**src/sv/ntab_pkg.sv**
```systemverilog
// ntab_pkg: shared types, codes and constants of the neighbor table block
// no dependencies; imported by every module of the block
`timescale 1ns / 1ps
`default_nettype none

package ntab_pkg;

  localparam int NODE_COUNT_DEF = 32;
  localparam int COORD_DIMS_DEF = 3;
  localparam int COORD_BITS_DEF = 24;
  localparam int MIN_PAYLOAD    = 3;
  localparam int MAX_OUT        = 32;
  localparam int QDEPTH         = 2;

  localparam logic [15:0] STALE_RST   = 16'd50;
  localparam logic [15:0] MIN_GAP_RST = 16'd1;
  localparam logic [15:0] MAX_GAP_RST = 16'd20;
  localparam logic [51:0] THR_RST     = 52'd65536;
  localparam logic        SEND_EN_RST = 1'b1;

  localparam logic [2:0] CFG_STALE   = 3'd0;
  localparam logic [2:0] CFG_MIN_GAP = 3'd1;
  localparam logic [2:0] CFG_MAX_GAP = 3'd2;
  localparam logic [2:0] CFG_THR     = 3'd3;
  localparam logic [2:0] CFG_SEND_EN = 3'd4;

  typedef enum logic [1:0] {
    OP_RECV = 2'd0,
    OP_SEND = 2'd1,
    OP_LIST = 2'd2
  } op_t;

  typedef enum logic [1:0] {
    KIND_RECV  = 2'd0,
    KIND_SEND  = 2'd1,
    KIND_NBR   = 2'd2,
    KIND_EMPTY = 2'd3
  } kind_t;

  typedef enum logic [2:0] {
    RS_STORED       = 3'd0,
    RS_WRONG_TYPE   = 3'd1,
    RS_SHORT        = 3'd2,
    RS_ID_MISMATCH  = 3'd3,
    RS_DECODE_FAIL  = 3'd4,
    RS_OUT_OF_RANGE = 3'd5
  } rstat_t;

  typedef enum logic [2:0] {
    SR_TOO_SOON  = 3'd0,
    SR_LOW_MOVE  = 3'd1,
    SR_FIRST     = 3'd2,
    SR_MOVED     = 3'd3,
    SR_HEARTBEAT = 3'd4,
    SR_SKIPPED   = 3'd5
  } reason_t;

  typedef enum logic [2:0] {
    B_IDLE,
    B_SQ,
    B_ACC,
    B_CMP,
    B_DEC,
    B_LRD,
    B_LCHK,
    B_LEND
  } bstate_t;

  typedef struct packed {
    op_t              op;
    rstat_t           status;
    logic [7:0]       id;
    logic             pos_valid;
    logic [2:0][31:0] pos;
  } item_t;

  typedef struct packed {
    logic full;
    logic empty;
  } q_stat_t;

endpackage

`default_nettype wire

```
**src/sv/ntab_front.sv**
```systemverilog
// ntab_front: accepts input beats, runs the receive checks, normalizes coordinates
// depends on ntab_pkg; feeds ntab_fifo
`timescale 1ns / 1ps
`default_nettype none

module ntab_front
  import ntab_pkg::*;
#(
  parameter int NODE_COUNT = NODE_COUNT_DEF,
  parameter int COORD_BITS = COORD_BITS_DEF
) (
  input  wire logic        in_valid,
  output logic             in_stall,
  input  wire logic [1:0]  in_action,
  input  wire logic        in_is_neighbor_type,
  input  wire logic [7:0]  in_payload_length,
  input  wire logic [7:0]  in_header_source,
  input  wire logic [7:0]  in_payload_id,
  input  wire logic        in_decode_ok,
  input  wire logic        in_position_valid,
  input  wire logic [23:0] in_pos_x,
  input  wire logic [23:0] in_pos_y,
  input  wire logic [23:0] in_pos_z,
  input  wire q_stat_t     q_stat,
  output logic             q_push,
  output item_t            q_item
);

  localparam int SH = 32 - COORD_BITS;

  logic [2:0][31:0] raw;
  logic [2:0][31:0] crd;
  rstat_t           stat;

  assign raw[0] = {{8{in_pos_x[23]}}, in_pos_x};
  assign raw[1] = {{8{in_pos_y[23]}}, in_pos_y};
  assign raw[2] = {{8{in_pos_z[23]}}, in_pos_z};

  always_comb begin
    for (int i = 0; i < 3; i++) begin
      crd[i] = 32'($signed(raw[i] << SH) >>> SH);
    end
  end

  always_comb begin
    if (!in_is_neighbor_type) begin
      stat = RS_WRONG_TYPE;
    end else if (in_payload_length < 8'(MIN_PAYLOAD)) begin
      stat = RS_SHORT;
    end else if (in_header_source != in_payload_id) begin
      stat = RS_ID_MISMATCH;
    end else if (!in_decode_ok) begin
      stat = RS_DECODE_FAIL;
    end else if ({1'b0, in_payload_id} >= 9'(NODE_COUNT)) begin
      stat = RS_OUT_OF_RANGE;
    end else begin
      stat = RS_STORED;
    end
  end

  assign in_stall = q_stat.full;
  assign q_push   = in_valid && !q_stat.full && (in_action != 2'd3);

  always_comb begin
    q_item           = '0;
    q_item.op        = op_t'(in_action);
    q_item.status    = stat;
    q_item.id        = in_payload_id;
    q_item.pos_valid = in_position_valid;
    q_item.pos       = crd;
  end

endmodule

`default_nettype wire

```
**src/sv/ntab_fifo.sv**
```systemverilog
// ntab_fifo: short queue of classified items between front and back
// depends on ntab_pkg
`timescale 1ns / 1ps
`default_nettype none

module ntab_fifo
  import ntab_pkg::*;
(
  input  wire logic  clk,
  input  wire logic  rst_n,
  input  wire logic  push,
  input  wire item_t push_item,
  input  wire logic  pop,
  output item_t      head,
  output q_stat_t    stat
);

  localparam int QAW = (QDEPTH > 1) ? $clog2(QDEPTH) : 1;
  localparam int QCW = $clog2(QDEPTH + 1);

  item_t          mem_r [QDEPTH];
  logic [QAW-1:0] wp_r;
  logic [QAW-1:0] rp_r;
  logic [QCW-1:0] cnt_r;

  assign stat.full  = (cnt_r == QCW'(QDEPTH));
  assign stat.empty = (cnt_r == '0);
  assign head       = mem_r[rp_r];

  always_ff @(posedge clk) begin
    if (push) begin
      mem_r[wp_r] <= push_item;
    end
  end

  always_ff @(posedge clk) begin
    if (!rst_n) begin
      wp_r  <= '0;
      rp_r  <= '0;
      cnt_r <= '0;
    end else begin
      if (push) begin
        wp_r <= (wp_r == QAW'(QDEPTH - 1)) ? '0 : wp_r + 1'b1;
      end
      if (pop) begin
        rp_r <= (rp_r == QAW'(QDEPTH - 1)) ? '0 : rp_r + 1'b1;
      end
      if (push && !pop) begin
        cnt_r <= cnt_r + 1'b1;
      end else if (pop && !push) begin
        cnt_r <= cnt_r - 1'b1;
      end
    end
  end

endmodule

`default_nettype wire

```
**src/sv/ntab_back.sv**
```systemverilog
// ntab_back: neighbor table, tick, beacon gate, listing walk and result register
// depends on ntab_pkg; pops items from ntab_fifo
`timescale 1ns / 1ps
`default_nettype none

module ntab_back
  import ntab_pkg::*;
#(
  parameter int NODE_COUNT = NODE_COUNT_DEF,
  parameter int COORD_DIMS = COORD_DIMS_DEF
) (
  input  wire logic        clk,
  input  wire logic        rst_n,
  input  wire logic        cfg_we,
  input  wire logic [2:0]  cfg_idx,
  input  wire logic [51:0] cfg_data,
  input  wire item_t       q_item,
  input  wire q_stat_t     q_stat,
  output logic             q_pop,
  output logic             out_valid,
  input  wire logic        out_stall,
  output logic [1:0]       out_result_kind,
  output logic [2:0]       out_receive_status,
  output logic             out_send_now,
  output logic [2:0]       out_send_reason,
  output logic [7:0]       out_nbr_id,
  output logic [31:0]      out_neighbor_age,
  output logic             out_last_item
);

  localparam int IW = $clog2(NODE_COUNT);
  localparam int FW = $clog2(MAX_OUT + 1);

  // configuration
  logic [15:0] stale_r, min_gap_r, max_gap_r;
  logic [51:0] thr_r;
  logic        send_en_r;

  // control and beacon state
  bstate_t          state_r, state_nxt;
  logic [31:0]      tick_r, tick_nxt;
  logic             has_sent_r, has_sent_nxt;
  logic [31:0]      lst_tick_r, lst_tick_nxt;
  logic [2:0][31:0] lst_pos_r, lst_pos_nxt;
  logic [2:0][31:0] cur_pos_r, cur_pos_nxt;
  logic [31:0]      now_r, now_nxt;
  reason_t          reason_r, reason_nxt;
  logic [1:0]       d_r, d_nxt;
  logic [63:0]      sq_r, sq_nxt;
  logic [63:0]      sum_r, sum_nxt;

  // table and listing walk
  logic [NODE_COUNT-1:0] vld_r, vld_nxt;
  logic [31:0]           seen_mem_r [NODE_COUNT];
  logic [31:0]           rd_data_r;
  logic                  wr_en;
  logic [IW-1:0]         wr_addr;
  logic [IW-1:0]         idx_r, idx_nxt;
  logic [FW-1:0]         found_r, found_nxt;
  logic                  pend_vld_r, pend_vld_nxt;
  logic [IW-1:0]         pend_id_r, pend_id_nxt;
  logic [31:0]           pend_age_r, pend_age_nxt;

  // result register
  logic       out_vld_r;
  kind_t      out_kind_r;
  rstat_t     out_stat_r;
  logic       out_now_r;
  reason_t    out_reason_r;
  logic [7:0] out_id_r;
  logic [31:0] out_age_r;
  logic       out_last_r;

  logic       ld;
  kind_t      o_kind;
  rstat_t     o_stat;
  logic       o_now;
  reason_t    o_reason;
  logic [7:0] o_id;
  logic [31:0] o_age;
  logic       o_last;

  // shared decode
  logic        can_load;
  logic        q_vld;
  logic        send_skip;
  logic        need_move;
  logic [31:0] since;
  logic [31:0] age;
  logic        live;
  logic        take;
  logic        hold;
  logic        idx_last;
  logic        d_last;
  logic        send_go;
  logic [32:0] diff;
  logic [32:0] mag;
  logic [63:0] sq_c;
  logic [64:0] acc;

  assign can_load  = !out_vld_r || !out_stall;
  assign q_vld     = !q_stat.empty;
  assign send_skip = !send_en_r || !q_item.pos_valid;
  assign since     = tick_r - lst_tick_r;
  assign need_move = has_sent_r && (since >= {16'b0, min_gap_r}) &&
                     (since < {16'b0, max_gap_r});
  assign age       = tick_r - rd_data_r;
  assign live      = vld_r[idx_r] && (age <= {16'b0, stale_r});
  assign take      = live && (found_r < FW'(MAX_OUT));
  assign hold      = take && pend_vld_r && !can_load;
  assign idx_last  = (idx_r == IW'(NODE_COUNT - 1));
  assign d_last    = (d_r == 2'(COORD_DIMS - 1));
  assign send_go   = (reason_r == SR_FIRST) || (reason_r == SR_MOVED) ||
                     (reason_r == SR_HEARTBEAT);

  assign diff = {cur_pos_r[d_r][31], cur_pos_r[d_r]} - {lst_pos_r[d_r][31], lst_pos_r[d_r]};
  assign mag  = diff[32] ? (33'd0 - diff) : diff;
  assign sq_c = mag[32] ? '1 : (64'(mag[31:0]) * 64'(mag[31:0]));
  assign acc  = {1'b0, sum_r} + {1'b0, sq_r};

  // next state
  always_comb begin
    state_nxt = state_r;
    case (state_r)
      B_IDLE: begin
        if (q_vld) begin
          case (q_item.op)
            OP_SEND: begin
              if (!send_skip) begin
                state_nxt = need_move ? B_SQ : B_DEC;
              end
            end
            OP_LIST: state_nxt = B_LRD;
            default: state_nxt = B_IDLE;
          endcase
        end
      end
      B_SQ:  state_nxt = B_ACC;
      B_ACC: state_nxt = d_last ? B_CMP : B_SQ;
      B_CMP: state_nxt = B_DEC;
      B_DEC: begin
        if (can_load) begin
          state_nxt = B_IDLE;
        end
      end
      B_LRD: state_nxt = B_LCHK;
      B_LCHK: begin
        if (!hold) begin
          state_nxt = idx_last ? B_LEND : B_LRD;
        end
      end
      B_LEND: begin
        if (can_load) begin
          state_nxt = B_IDLE;
        end
      end
      default: state_nxt = B_IDLE;
    endcase
  end

  // datapath and outputs
  always_comb begin
    q_pop        = 1'b0;
    ld           = 1'b0;
    o_kind       = KIND_RECV;
    o_stat       = RS_STORED;
    o_now        = 1'b0;
    o_reason     = SR_TOO_SOON;
    o_id         = '0;
    o_age        = '0;
    o_last       = 1'b0;
    wr_en        = 1'b0;
    wr_addr      = q_item.id[IW-1:0];
    tick_nxt     = tick_r;
    has_sent_nxt = has_sent_r;
    lst_tick_nxt = lst_tick_r;
    lst_pos_nxt  = lst_pos_r;
    cur_pos_nxt  = cur_pos_r;
    now_nxt      = now_r;
    reason_nxt   = reason_r;
    d_nxt        = d_r;
    sq_nxt       = sq_r;
    sum_nxt      = sum_r;
    vld_nxt      = vld_r;
    idx_nxt      = idx_r;
    found_nxt    = found_r;
    pend_vld_nxt = pend_vld_r;
    pend_id_nxt  = pend_id_r;
    pend_age_nxt = pend_age_r;
    case (state_r)
      B_IDLE: begin
        if (q_vld) begin
          case (q_item.op)
            OP_RECV: begin
              if (can_load) begin
                q_pop  = 1'b1;
                ld     = 1'b1;
                o_kind = KIND_RECV;
                o_stat = q_item.status;
                o_last = 1'b1;
                if (q_item.status == RS_STORED) begin
                  wr_en            = 1'b1;
                  vld_nxt[wr_addr] = 1'b1;
                end
              end
            end
            OP_SEND: begin
              if (send_skip) begin
                if (can_load) begin
                  q_pop    = 1'b1;
                  ld       = 1'b1;
                  o_kind   = KIND_SEND;
                  o_reason = SR_SKIPPED;
                  o_last   = 1'b1;
                end
              end else begin
                q_pop       = 1'b1;
                cur_pos_nxt = q_item.pos;
                now_nxt     = tick_r;
                tick_nxt    = tick_r + 32'd1;
                d_nxt       = '0;
                sum_nxt     = '0;
                if (!has_sent_r) begin
                  reason_nxt = SR_FIRST;
                end else if (since < {16'b0, min_gap_r}) begin
                  reason_nxt = SR_TOO_SOON;
                end else if (since < {16'b0, max_gap_r}) begin
                  reason_nxt = SR_LOW_MOVE;
                end else begin
                  reason_nxt = SR_HEARTBEAT;
                end
              end
            end
            OP_LIST: begin
              q_pop        = 1'b1;
              idx_nxt      = '0;
              found_nxt    = '0;
              pend_vld_nxt = 1'b0;
            end
            default: q_pop = 1'b1;
          endcase
        end
      end
      B_SQ: sq_nxt = sq_c;
      B_ACC: begin
        sum_nxt = acc[64] ? '1 : acc[63:0];
        if (!d_last) begin
          d_nxt = d_r + 2'd1;
        end
      end
      B_CMP: reason_nxt = (sum_r < {12'b0, thr_r}) ? SR_LOW_MOVE : SR_MOVED;
      B_DEC: begin
        if (can_load) begin
          ld       = 1'b1;
          o_kind   = KIND_SEND;
          o_now    = send_go;
          o_reason = reason_r;
          o_last   = 1'b1;
          if (send_go) begin
            has_sent_nxt = 1'b1;
            lst_tick_nxt = now_r;
            lst_pos_nxt  = cur_pos_r;
          end
        end
      end
      B_LRD: ;
      B_LCHK: begin
        if (!hold) begin
          vld_nxt[idx_r] = live;
          if (!idx_last) begin
            idx_nxt = idx_r + 1'b1;
          end
          if (take) begin
            found_nxt    = found_r + 1'b1;
            pend_vld_nxt = 1'b1;
            pend_id_nxt  = idx_r;
            pend_age_nxt = age;
            if (pend_vld_r) begin
              ld     = 1'b1;
              o_kind = KIND_NBR;
              o_id   = 8'(pend_id_r);
              o_age  = pend_age_r;
            end
          end
        end
      end
      B_LEND: begin
        if (can_load) begin
          ld     = 1'b1;
          o_last = 1'b1;
          if (pend_vld_r) begin
            o_kind = KIND_NBR;
            o_id   = 8'(pend_id_r);
            o_age  = pend_age_r;
          end else begin
            o_kind = KIND_EMPTY;
          end
        end
      end
      default: ;
    endcase
  end

  // last-seen store
  always_ff @(posedge clk) begin
    if (wr_en) begin
      seen_mem_r[wr_addr] <= tick_r;
    end
    rd_data_r <= seen_mem_r[idx_r];
  end

  always_ff @(posedge clk) begin
    if (!rst_n) begin
      stale_r    <= STALE_RST;
      min_gap_r  <= MIN_GAP_RST;
      max_gap_r  <= MAX_GAP_RST;
      thr_r      <= THR_RST;
      send_en_r  <= SEND_EN_RST;
      state_r    <= B_IDLE;
      tick_r     <= '0;
      has_sent_r <= 1'b0;
      vld_r      <= '0;
      out_vld_r  <= 1'b0;
    end else begin
      if (cfg_we) begin
        case (cfg_idx)
          CFG_STALE:   stale_r   <= cfg_data[15:0];
          CFG_MIN_GAP: min_gap_r <= cfg_data[15:0];
          CFG_MAX_GAP: max_gap_r <= cfg_data[15:0];
          CFG_THR:     thr_r     <= cfg_data;
          CFG_SEND_EN: send_en_r <= cfg_data[0];
          default: ;
        endcase
      end
      state_r    <= state_nxt;
      tick_r     <= tick_nxt;
      has_sent_r <= has_sent_nxt;
      vld_r      <= vld_nxt;
      if (ld) begin
        out_vld_r <= 1'b1;
      end else if (!out_stall) begin
        out_vld_r <= 1'b0;
      end
    end
  end

  always_ff @(posedge clk) begin
    lst_tick_r <= lst_tick_nxt;
    lst_pos_r  <= lst_pos_nxt;
    cur_pos_r  <= cur_pos_nxt;
    now_r      <= now_nxt;
    reason_r   <= reason_nxt;
    d_r        <= d_nxt;
    sq_r       <= sq_nxt;
    sum_r      <= sum_nxt;
    idx_r      <= idx_nxt;
    found_r    <= found_nxt;
    pend_vld_r <= pend_vld_nxt;
    pend_id_r  <= pend_id_nxt;
    pend_age_r <= pend_age_nxt;
    if (ld) begin
      out_kind_r   <= o_kind;
      out_stat_r   <= o_stat;
      out_now_r    <= o_now;
      out_reason_r <= o_reason;
      out_id_r     <= o_id;
      out_age_r    <= o_age;
      out_last_r   <= o_last;
    end
  end

  assign out_valid          = out_vld_r;
  assign out_result_kind    = out_kind_r;
  assign out_receive_status = out_stat_r;
  assign out_send_now       = out_now_r;
  assign out_send_reason    = out_reason_r;
  assign out_nbr_id         = out_id_r;
  assign out_neighbor_age   = out_age_r;
  assign out_last_item      = out_last_r;

endmodule

`default_nettype wire

```
**src/sv/neighbor_table_aging_beacon_gate_unit.sv**
```systemverilog
// neighbor_table_aging_beacon_gate_unit: top level of the neighbor table block
// depends on ntab_pkg, ntab_front, ntab_fifo, ntab_back
`timescale 1ns / 1ps
`default_nettype none

// Neighbor table with aging and a hello-beacon gate. Input beats are checked
// and queued (two entries) by the front; the back executes one item at a time.
// After the queue, a receive or a skipped send is answered from idle, a send
// decided on timing alone goes on to the decision state, and a send that
// needs the movement test runs square and accumulate once per axis, then
// compare, since one shared 32x32 multiplier squares one axis per pass. A
// listing reads the last-seen memory one entry at a time (registered read,
// then age check and eviction) and may stall. At most 32 entries are listed.
module neighbor_table_aging_beacon_gate_unit
  import ntab_pkg::*;
#(
  parameter int NODE_COUNT = NODE_COUNT_DEF,
  parameter int COORD_DIMS = COORD_DIMS_DEF,
  parameter int COORD_BITS = COORD_BITS_DEF
) (
  input  wire logic        clk,
  input  wire logic        rst_n,
  input  wire logic        cfg_we,
  input  wire logic [2:0]  cfg_idx,
  input  wire logic [51:0] cfg_data,
  input  wire logic        in_valid,
  output logic             in_stall,
  input  wire logic [1:0]  in_action,
  input  wire logic        in_is_neighbor_type,
  input  wire logic [7:0]  in_payload_length,
  input  wire logic [7:0]  in_header_source,
  input  wire logic [7:0]  in_payload_id,
  input  wire logic        in_decode_ok,
  input  wire logic        in_position_valid,
  input  wire logic [23:0] in_pos_x,
  input  wire logic [23:0] in_pos_y,
  input  wire logic [23:0] in_pos_z,
  output logic             out_valid,
  input  wire logic        out_stall,
  output logic [1:0]       out_result_kind,
  output logic [2:0]       out_receive_status,
  output logic             out_send_now,
  output logic [2:0]       out_send_reason,
  output logic [7:0]       out_nbr_id,
  output logic [31:0]      out_neighbor_age,
  output logic             out_last_item
);

  q_stat_t q_stat;
  logic    q_push;
  logic    q_pop;
  item_t   q_in;
  item_t   q_head;

  ntab_front #(
    .NODE_COUNT(NODE_COUNT),
    .COORD_BITS(COORD_BITS)
  ) u_front (
    .in_valid            (in_valid),
    .in_stall            (in_stall),
    .in_action           (in_action),
    .in_is_neighbor_type (in_is_neighbor_type),
    .in_payload_length   (in_payload_length),
    .in_header_source    (in_header_source),
    .in_payload_id       (in_payload_id),
    .in_decode_ok        (in_decode_ok),
    .in_position_valid   (in_position_valid),
    .in_pos_x            (in_pos_x),
    .in_pos_y            (in_pos_y),
    .in_pos_z            (in_pos_z),
    .q_stat              (q_stat),
    .q_push              (q_push),
    .q_item              (q_in)
  );

  ntab_fifo u_fifo (
    .clk       (clk),
    .rst_n     (rst_n),
    .push      (q_push),
    .push_item (q_in),
    .pop       (q_pop),
    .head      (q_head),
    .stat      (q_stat)
  );

  ntab_back #(
    .NODE_COUNT(NODE_COUNT),
    .COORD_DIMS(COORD_DIMS)
  ) u_back (
    .clk                (clk),
    .rst_n              (rst_n),
    .cfg_we             (cfg_we),
    .cfg_idx            (cfg_idx),
    .cfg_data           (cfg_data),
    .q_item             (q_head),
    .q_stat             (q_stat),
    .q_pop              (q_pop),
    .out_valid          (out_valid),
    .out_stall          (out_stall),
    .out_result_kind    (out_result_kind),
    .out_receive_status (out_receive_status),
    .out_send_now       (out_send_now),
    .out_send_reason    (out_send_reason),
    .out_nbr_id         (out_nbr_id),
    .out_neighbor_age   (out_neighbor_age),
    .out_last_item      (out_last_item)
  );

`ifndef SYNTH
  a_q_consistent: assert property (@(posedge clk) disable iff (!rst_n)
    !(q_stat.full && q_stat.empty))
    else $error("queue full and empty together");

  a_pop_nonempty: assert property (@(posedge clk) disable iff (!rst_n)
    q_pop |-> !q_stat.empty)
    else $error("pop from empty queue");

  a_single_last: assert property (@(posedge clk) disable iff (!rst_n)
    out_valid && (out_result_kind == KIND_RECV || out_result_kind == KIND_SEND ||
                  out_result_kind == KIND_EMPTY) |-> out_last_item)
    else $error("single-result beat without last marker");

  a_send_reason: assert property (@(posedge clk) disable iff (!rst_n)
    out_valid && out_result_kind == KIND_SEND && out_send_now |->
      (out_send_reason == SR_FIRST || out_send_reason == SR_MOVED ||
       out_send_reason == SR_HEARTBEAT))
    else $error("beacon sent with a no-send reason");
`endif

endmodule

`default_nettype wire
```
**config.mk**
```make
export PLATFORM = sky130hd
export DESIGN_NAME = neighbor_table_aging_beacon_gate_unit
export DESIGN_NICKNAME = d
export VERILOG_FILES = /design/src/sv/ntab_pkg.sv /design/src/sv/ntab_front.sv /design/src/sv/ntab_fifo.sv /design/src/sv/ntab_back.sv /design/src/sv/neighbor_table_aging_beacon_gate_unit.sv
export SDC_FILE = /design/constraint.sdc
export NUM_CORES = 2
export LEC_CHECK = 0
export BUFFER_PORTS_ARGS = -buffer_cell sky130_fd_sc_hd__buf_2
export CORE_MARGIN = 2
export CORE_UTILIZATION = 50
export DETAILED_ROUTE_END_ITERATION = 6
export HOLD_SLACK_MARGIN = 0.08
export PLACE_DENSITY_LB_ADDON = 0.2
export SLEW_MARGIN = 10
export SYNTH_ARGS = -nofsm -noshare
export SYNTH_HDL_FRONTEND = slang
export SYNTH_SLANG_ARGS = --single-unit
```
**constraint.sdc**
```tcl
create_clock -name clk -period 20.3 [get_ports clk]
set_clock_uncertainty 0.2 [all_clocks]
set_input_delay 2.03 -clock clk [delete_from_list [all_inputs] [get_ports clk]]
set_output_delay 2.03 -clock clk [all_outputs]
set_load 0.01 [all_outputs]
```
# Yosys cells after proc, flatten, opt, wreduce, memory -nomap -nowiden
# Memory sizes are Yosys's and may differ from the RTL's. A register that Yosys moved wholly into a read port is not among the register bits.
# Index checks and enable logic that the tools add are counted.
# Widths: inputs -> output; s select.
[totals]
ff_bits = 662
out_inout_bits = 52
wordCells = 280
ramBits = 1244
n_memories = 2
in_bits = 161
[op_classes]
addsub = 13
muxes = 121
bitwise = 7
eq_ne = 35
multipliers = 1
magnitude_cmp = 13
n_reduce_logical = 51
[mem_list]
columns = ["memory", "words", "word_bits", "read_ports", "rd_ports_with_merged_regs", "wr", "line", "rtl"]
rows = [
  ["u_back.seen_mem_r", 32, 32, 1, 1, 1, "ntab_back.sv:54", "logic [31:0] seen_mem_r [NODE_COUNT];"],
  ["u_fifo.mem_r", 2, 110, 1, 1, 1, "ntab_fifo.sv:21", "item_t mem_r [QDEPTH];"],
]
[ops]
columns = ["op", "count"]
rows = [
  ["$mux 32", 11],
  ["$mux 64", 4],
  ["$bmux 32 s2", 2],
  ["$pmux 32 s2", 2],
  ["$pmux 64 s2", 1],
  ["$add 64x64->65", 1],
  ["$lt 32x16->1", 2],
  ["$lt 64x52->1", 1],
  ["$mul 32x32->64", 1],
  ["$sub 32x32->32", 2],
  ["$mux 3", 21],
  ["$mux 1", 33],
  ["$mux 33", 1],
  ["$sub 1x33->33 const A", 1],
  ["$sub 32x32->33", 1],
  ["$add 32x1->32 const B", 1],
  ["$bwmux 32", 1],
  ["$ge 32x16->1", 1],
  ["$le 32x16->1", 1],
  ["$mux 2", 16],
  ["$or 32x32->32", 1],
  ["$mux 5", 5],
  ["$mux 6", 4],
  ["$mux 8", 3],
  ["46 further kinds", 124],
]

# Logic depth before layout (Yosys ltp)
[depth]
depth_word = 10
depth_mapped = 50
ltp_nobuf = 45

# Hierarchy
# Synthesis repeated with hierarchy kept, for this count alone.
[hier_totals]
hier_cells = 9037
hier_area_um2 = 114710.0
[modules_own_cells]
columns = ["module", "area_each_um2", "cells_per_inst", "n_inst", "seq_area_each_um2"]
rows = [
  ["ntab_back", 105552.5, 8542, 1, 49357.3],
  ["ntab_fifo", 8189.1, 364, 1, 6706.4],
  ["ntab_front", 968.4, 131, 1, 0.0],
]

# Least setup slack after synthesis
# Ideal clock, no wire load.
[synth_path]
path_kind = "reg2reg"
from = "reg with a tool-made name"
to = "reg u_back.tick_r[30]"
arrival_time_ps = 15420
n_path_buf = 4
setup_time_ps = 70
synth_period_minus_slack_ps = 15690
required_ps = 20030
path_stages_with_launch = 14
path_slack_ps = 4610
cell_sequence = "dfxtp_1 -> clkbuf_1 -> clkbuf_1 -> buf_1 -> buf_1 -> mux2i_1 -> ha_1 -> inv_1 -> nor4_1 -> nand4_1 -> nor2_1 -> nand2_1 -> or3_1 -> a21oi_1"
[synth_rtl]
columns = ["element", "line", "rtl"]
rows = [
  ["end signal, assigned", "ntab_back.sv:336", "tick_r <= tick_nxt;"],
  ["end, declared", "ntab_back.sv:41", "logic [31:0] tick_r, tick_nxt;"],
]

# Worst setup path after layout
[layout_path]
from = "reg u_back.d_r[1]"
to = "reg u_back.sq_r[59], data pin"
[layout_via]
elab_chain_cells = 6
elab_cells_between_ends = 8
classes_between = "add/sub: 2; mul: 1; mux: 5"
[layout_lines]
columns = ["element", "line", "rtl"]
rows = [
  ["start, declared", "ntab_back.sv:48", "logic [1:0] d_r, d_nxt;"],
  ["start signal, assigned", "ntab_back.sv:353", "d_r <= d_nxt;"],
  ["$bmux 32 s2", "ntab_back.sv:116", "assign diff = {cur_pos_r[d_r][31], cur_pos_r[d_r]} - {lst_pos_r[d_r][31], lst_pos_r[d_r]};"],
  ["$mux 32 (not written as such)", "ntab_back.sv:116", ""],
  ["$sub 32x32->33 *", "ntab_back.sv:116", ""],
  ["$sub 1x33->33", "ntab_back.sv:117", "assign mag = diff[32] ? (33'd0 - diff) : diff;"],
  ["$mux 33 *", "ntab_back.sv:117", ""],
  ["$mul 32x32->64", "ntab_back.sv:118", "assign sq_c = mag[32] ? '1 : (64'(mag[31:0]) * 64'(mag[31:0]));"],
  ["end signal, assigned", "ntab_back.sv:354", "sq_r <= sq_nxt;"],
  ["end, declared", "ntab_back.sv:49", "logic [63:0] sq_r, sq_nxt;"],
]
# Every way passes the cells marked *; elsewhere a longest branch is shown, timed or not. The select of a mux whose other input is x is not followed.
# A chain may end at the register's enable or synchronous reset.

==> flow_summary.toml <==
[critical_path]
crit_path_start_kind = "flop"
critPathKind = "reg2reg"
cpPeakStageDelay_ns = 0.88
cpMostUsedCell = "fa_1"
crit_family = "adder cells"
worst_path_max_delay_cell = "nor2b_4"
endpoint_kind = "flop"
cp.required_ns = 20.66
path_max_fanout = 51
crit_arrival_ns = 14.44
path_buf_inv = 6

[global_routing]
grt_pass1_wl_um = 420000
antenna_found_initial = 11
grt_pass1_vias = 68900
grtUsageTotal = 0.255
gr-total-overflow = 0
grt_max_degree = 144

[cells_and_area]
drive_gt1_frac = 0.126
n_fill_cell = 17500
seq_area_um2 = 53000
area_delta_synth_final_pct = 11.1
final_area_um2 = 120000
multi_input_area_um2 = 50000
finalNetCount = 10300

[floorplan]
dieWidth_um = 468
initial_core_util = 0.502
placementRows = 170
die_area_um2 = 219000
die_y_um = 468
num_io_pins = 213
core_area_um2 = 214000

[synth]
ys_warn_count = 0
synth-async-reset-ratio = 0
synth_seq_cells = 1834
synth_area_per_cell_um2 = 12.9
yosys_most_used_dff = "edfxtp_1"
synth-edff-count = 1627
syn_area_um2 = 108000
yosysSeqAreaShare = 0.493
synth.distinct_cells = 101
synth_cells = 8318

[timing]
worst_pin_slew_ns = 1.21
period_minus_slack_ns = 14.08
final-max-slew-violation-count = 0
rsz0062_at_grt = "false"
setup_viol_count_final = 0
slew_headroom = 0.187
fmaxAchievable_mhz = 71.0
fin_crit_sh = 0.694
hold_viol_final = 0
setup-tns-final_ns = 0

[clock_tree]
htreeDepth = 4
cts_tree = "built"
postCtsSetupBuffers = 0
clk_path_buf_depth = 3
cts_hold_buf = 0
insertion_delay_ns = 0.84
cts_buffers = 187
path_clk_slew_ns = 0.06
post_cts_resized = 0
root_buffer = "clkbuf_16"
cts.sinks = 1834

[drt]
wl_per_cell_um = 23.5
maxUsedRoutingLayer = "met5"
dr_wl_met3_um = 15600
firstDrtPassIters = 5
routed_wl_um = 277000
drcViolationCount = 0
vias = 66300
drt-met1-wl_um = 109000
dr_wl_met2_um = 141000
dr.first_iter.drc_count = 5614
ant_nets = 0
viasPerCell = 5.63

[place]
hpwl_um = 190000
portBuffers = 209
gp_congestion = 0.926
placed_area_um2 = 113000

[job]
maxCapViolCount = 0

[status]
outcome = "complete, no violations"

[min_path]
hp-class = "reg2reg"
[cells by family after synthesis]
kind of cell,synth area share
buf+inv,0.0550
fa+ha+maj,0.212
flops,0.493
simple gates,0.0671
xor+xnor,0.0257
other cells,0.0000698
compound gates,0.0752
mux,0.0720
[metrics by stage]
step	instances	hold slack (ns)	setup WS (ns)	utilization
floorplan	8555	0.200	4.61	-
global placement	11400	0.201	6.59	0.529
detailed placement	11400	0.205	6.36	0.529
CTS	11800	0.219	6.28	0.558
global route	11800	0.221	5.37	0.558
finish	11800	0.218	6.22	0.558
[final timing paths]
| check | from | endpoint | slack, ns | cells after the start |
|---|---|---|---|---|
| setup / recovery | u_back.d_r[1] | u_back.sq_r[59] | 6.22 | 43 |
| hold reg to reg | u_back.now_r[5] | u_back.lst_tick_r[5] | 0.22 | 0 |
| setup reg to reg | u_back.d_r[1] | u_back.sq_r[59] | 6.22 | 43 |
| hold / removal | u_back.now_r[5] | u_back.lst_tick_r[5] | 0.22 | 0 |
[metal layers]
layer	GRT usage	vias to the layer above
li1	-	29800
met1	0.327	33900
met2	0.443	2096
met3	0.0334	492
met4	0.0964	2
met5	0	-
[cells in the mapped netlist (all sizes together), types with 40 or more instances]
| library cell | count | area, µm² |
|---|---|---|
| xor2 | 138 | 1210 |
| a22oi | 100 | 751 |
| mux2 | 108 | 1220 |
| dfxtp | 207 | 4140 |
| clkbuf | 252 | 946 |
| nand3 | 82 | 410 |
| nand2b | 70 | 438 |
| nor3 | 45 | 230 |
| a21oi | 475 | 2380 |
| o21ai | 166 | 835 |
| and2 | 58 | 365 |
| nand2 | 575 | 2160 |
| fa | 800 | 16000 |
| mux2i | 63 | 631 |
| ha | 545 | 6820 |
| a31oi | 40 | 265 |
| a21o | 161 | 1210 |
| o31ai | 44 | 330 |
| inv | 1220 | 4580 |
| nand4 | 83 | 519 |
| nor2b | 41 | 257 |
| xnor2 | 174 | 1560 |
| buf | 82 | 359 |
| nor2 | 460 | 1740 |
| edfxtp | 1627 | 48900 |
| mux4 | 262 | 5900 |
| and3 | 47 | 294 |
[sequential cells by signal, summed over array words and instances (netlist names), 52 cells and up, named ones only]
name and count:
u_back.cur_pos_r 72, u_back.lst_pos_r 72, u_back.seen_mem_r 1024, u_back.sq_r 64, u_back.sum_r 64, u_back.thr_r 52, u_fifo.mem_r 166
[final cells by class]
cell class	count	share of cell area
multi-input cells	5160	0.418
well taps	2838	0.0297
repair buffers	345	0.0176
inverters	1227	0.0386
clock inverters	89	0.00828
flip-flops and latches	1834	0.443
diodes	7	0.000146
clock buffers	262	0.0442
[worst register-to-register path: cells and delay by family, from the launching register on]
family / cells / cell delay, ns
simple gates: 11 / 3.07
xor+xnor: 3 / 0.49
flops: 1 / 0.32
compound gates: 12 / 3.46
buf+inv: 6 / 1.50
fa+ha+maj: 11 / 4.79
[cells in the final DEF (no fill, tap or decap), types with 30 or more instances in the layout]
cell	netlist	layout
o211ai_1	30	30
conb_1	2	239
mux4_2	262	262
ha_1	545	545
nand2b_1	70	69
and3_1	47	44
fa_1	800	800
a311oi_1	35	35
clkbuf_1	252	47
nand3_1	82	81
nor2_4	1	37
edfxtp_1	1627	1627
nor2_1	458	422
dfxtp_1	207	204
o21ai_0	158	158
xor2_1	138	135
nor2b_1	41	39
o31ai_1	44	44
a21oi_1	473	473
a31oi_1	39	39
nand4_1	83	83
xnor2_1	171	165
clkbuf_16	0	192
o21a_1	37	37
a21o_1	161	160
inv_1	1216	1216
buf_2	14	209
and2_1	57	56
buf_4	3	133
mux2i_1	63	63
a22oi_1	100	100
nor3_1	44	44
nand2_1	575	575
mux2_2	108	108
o21bai_1	30	30
Power is not shown: default switching activity piles up to over one toggle a cycle in this logic, so the estimate is an artifact.
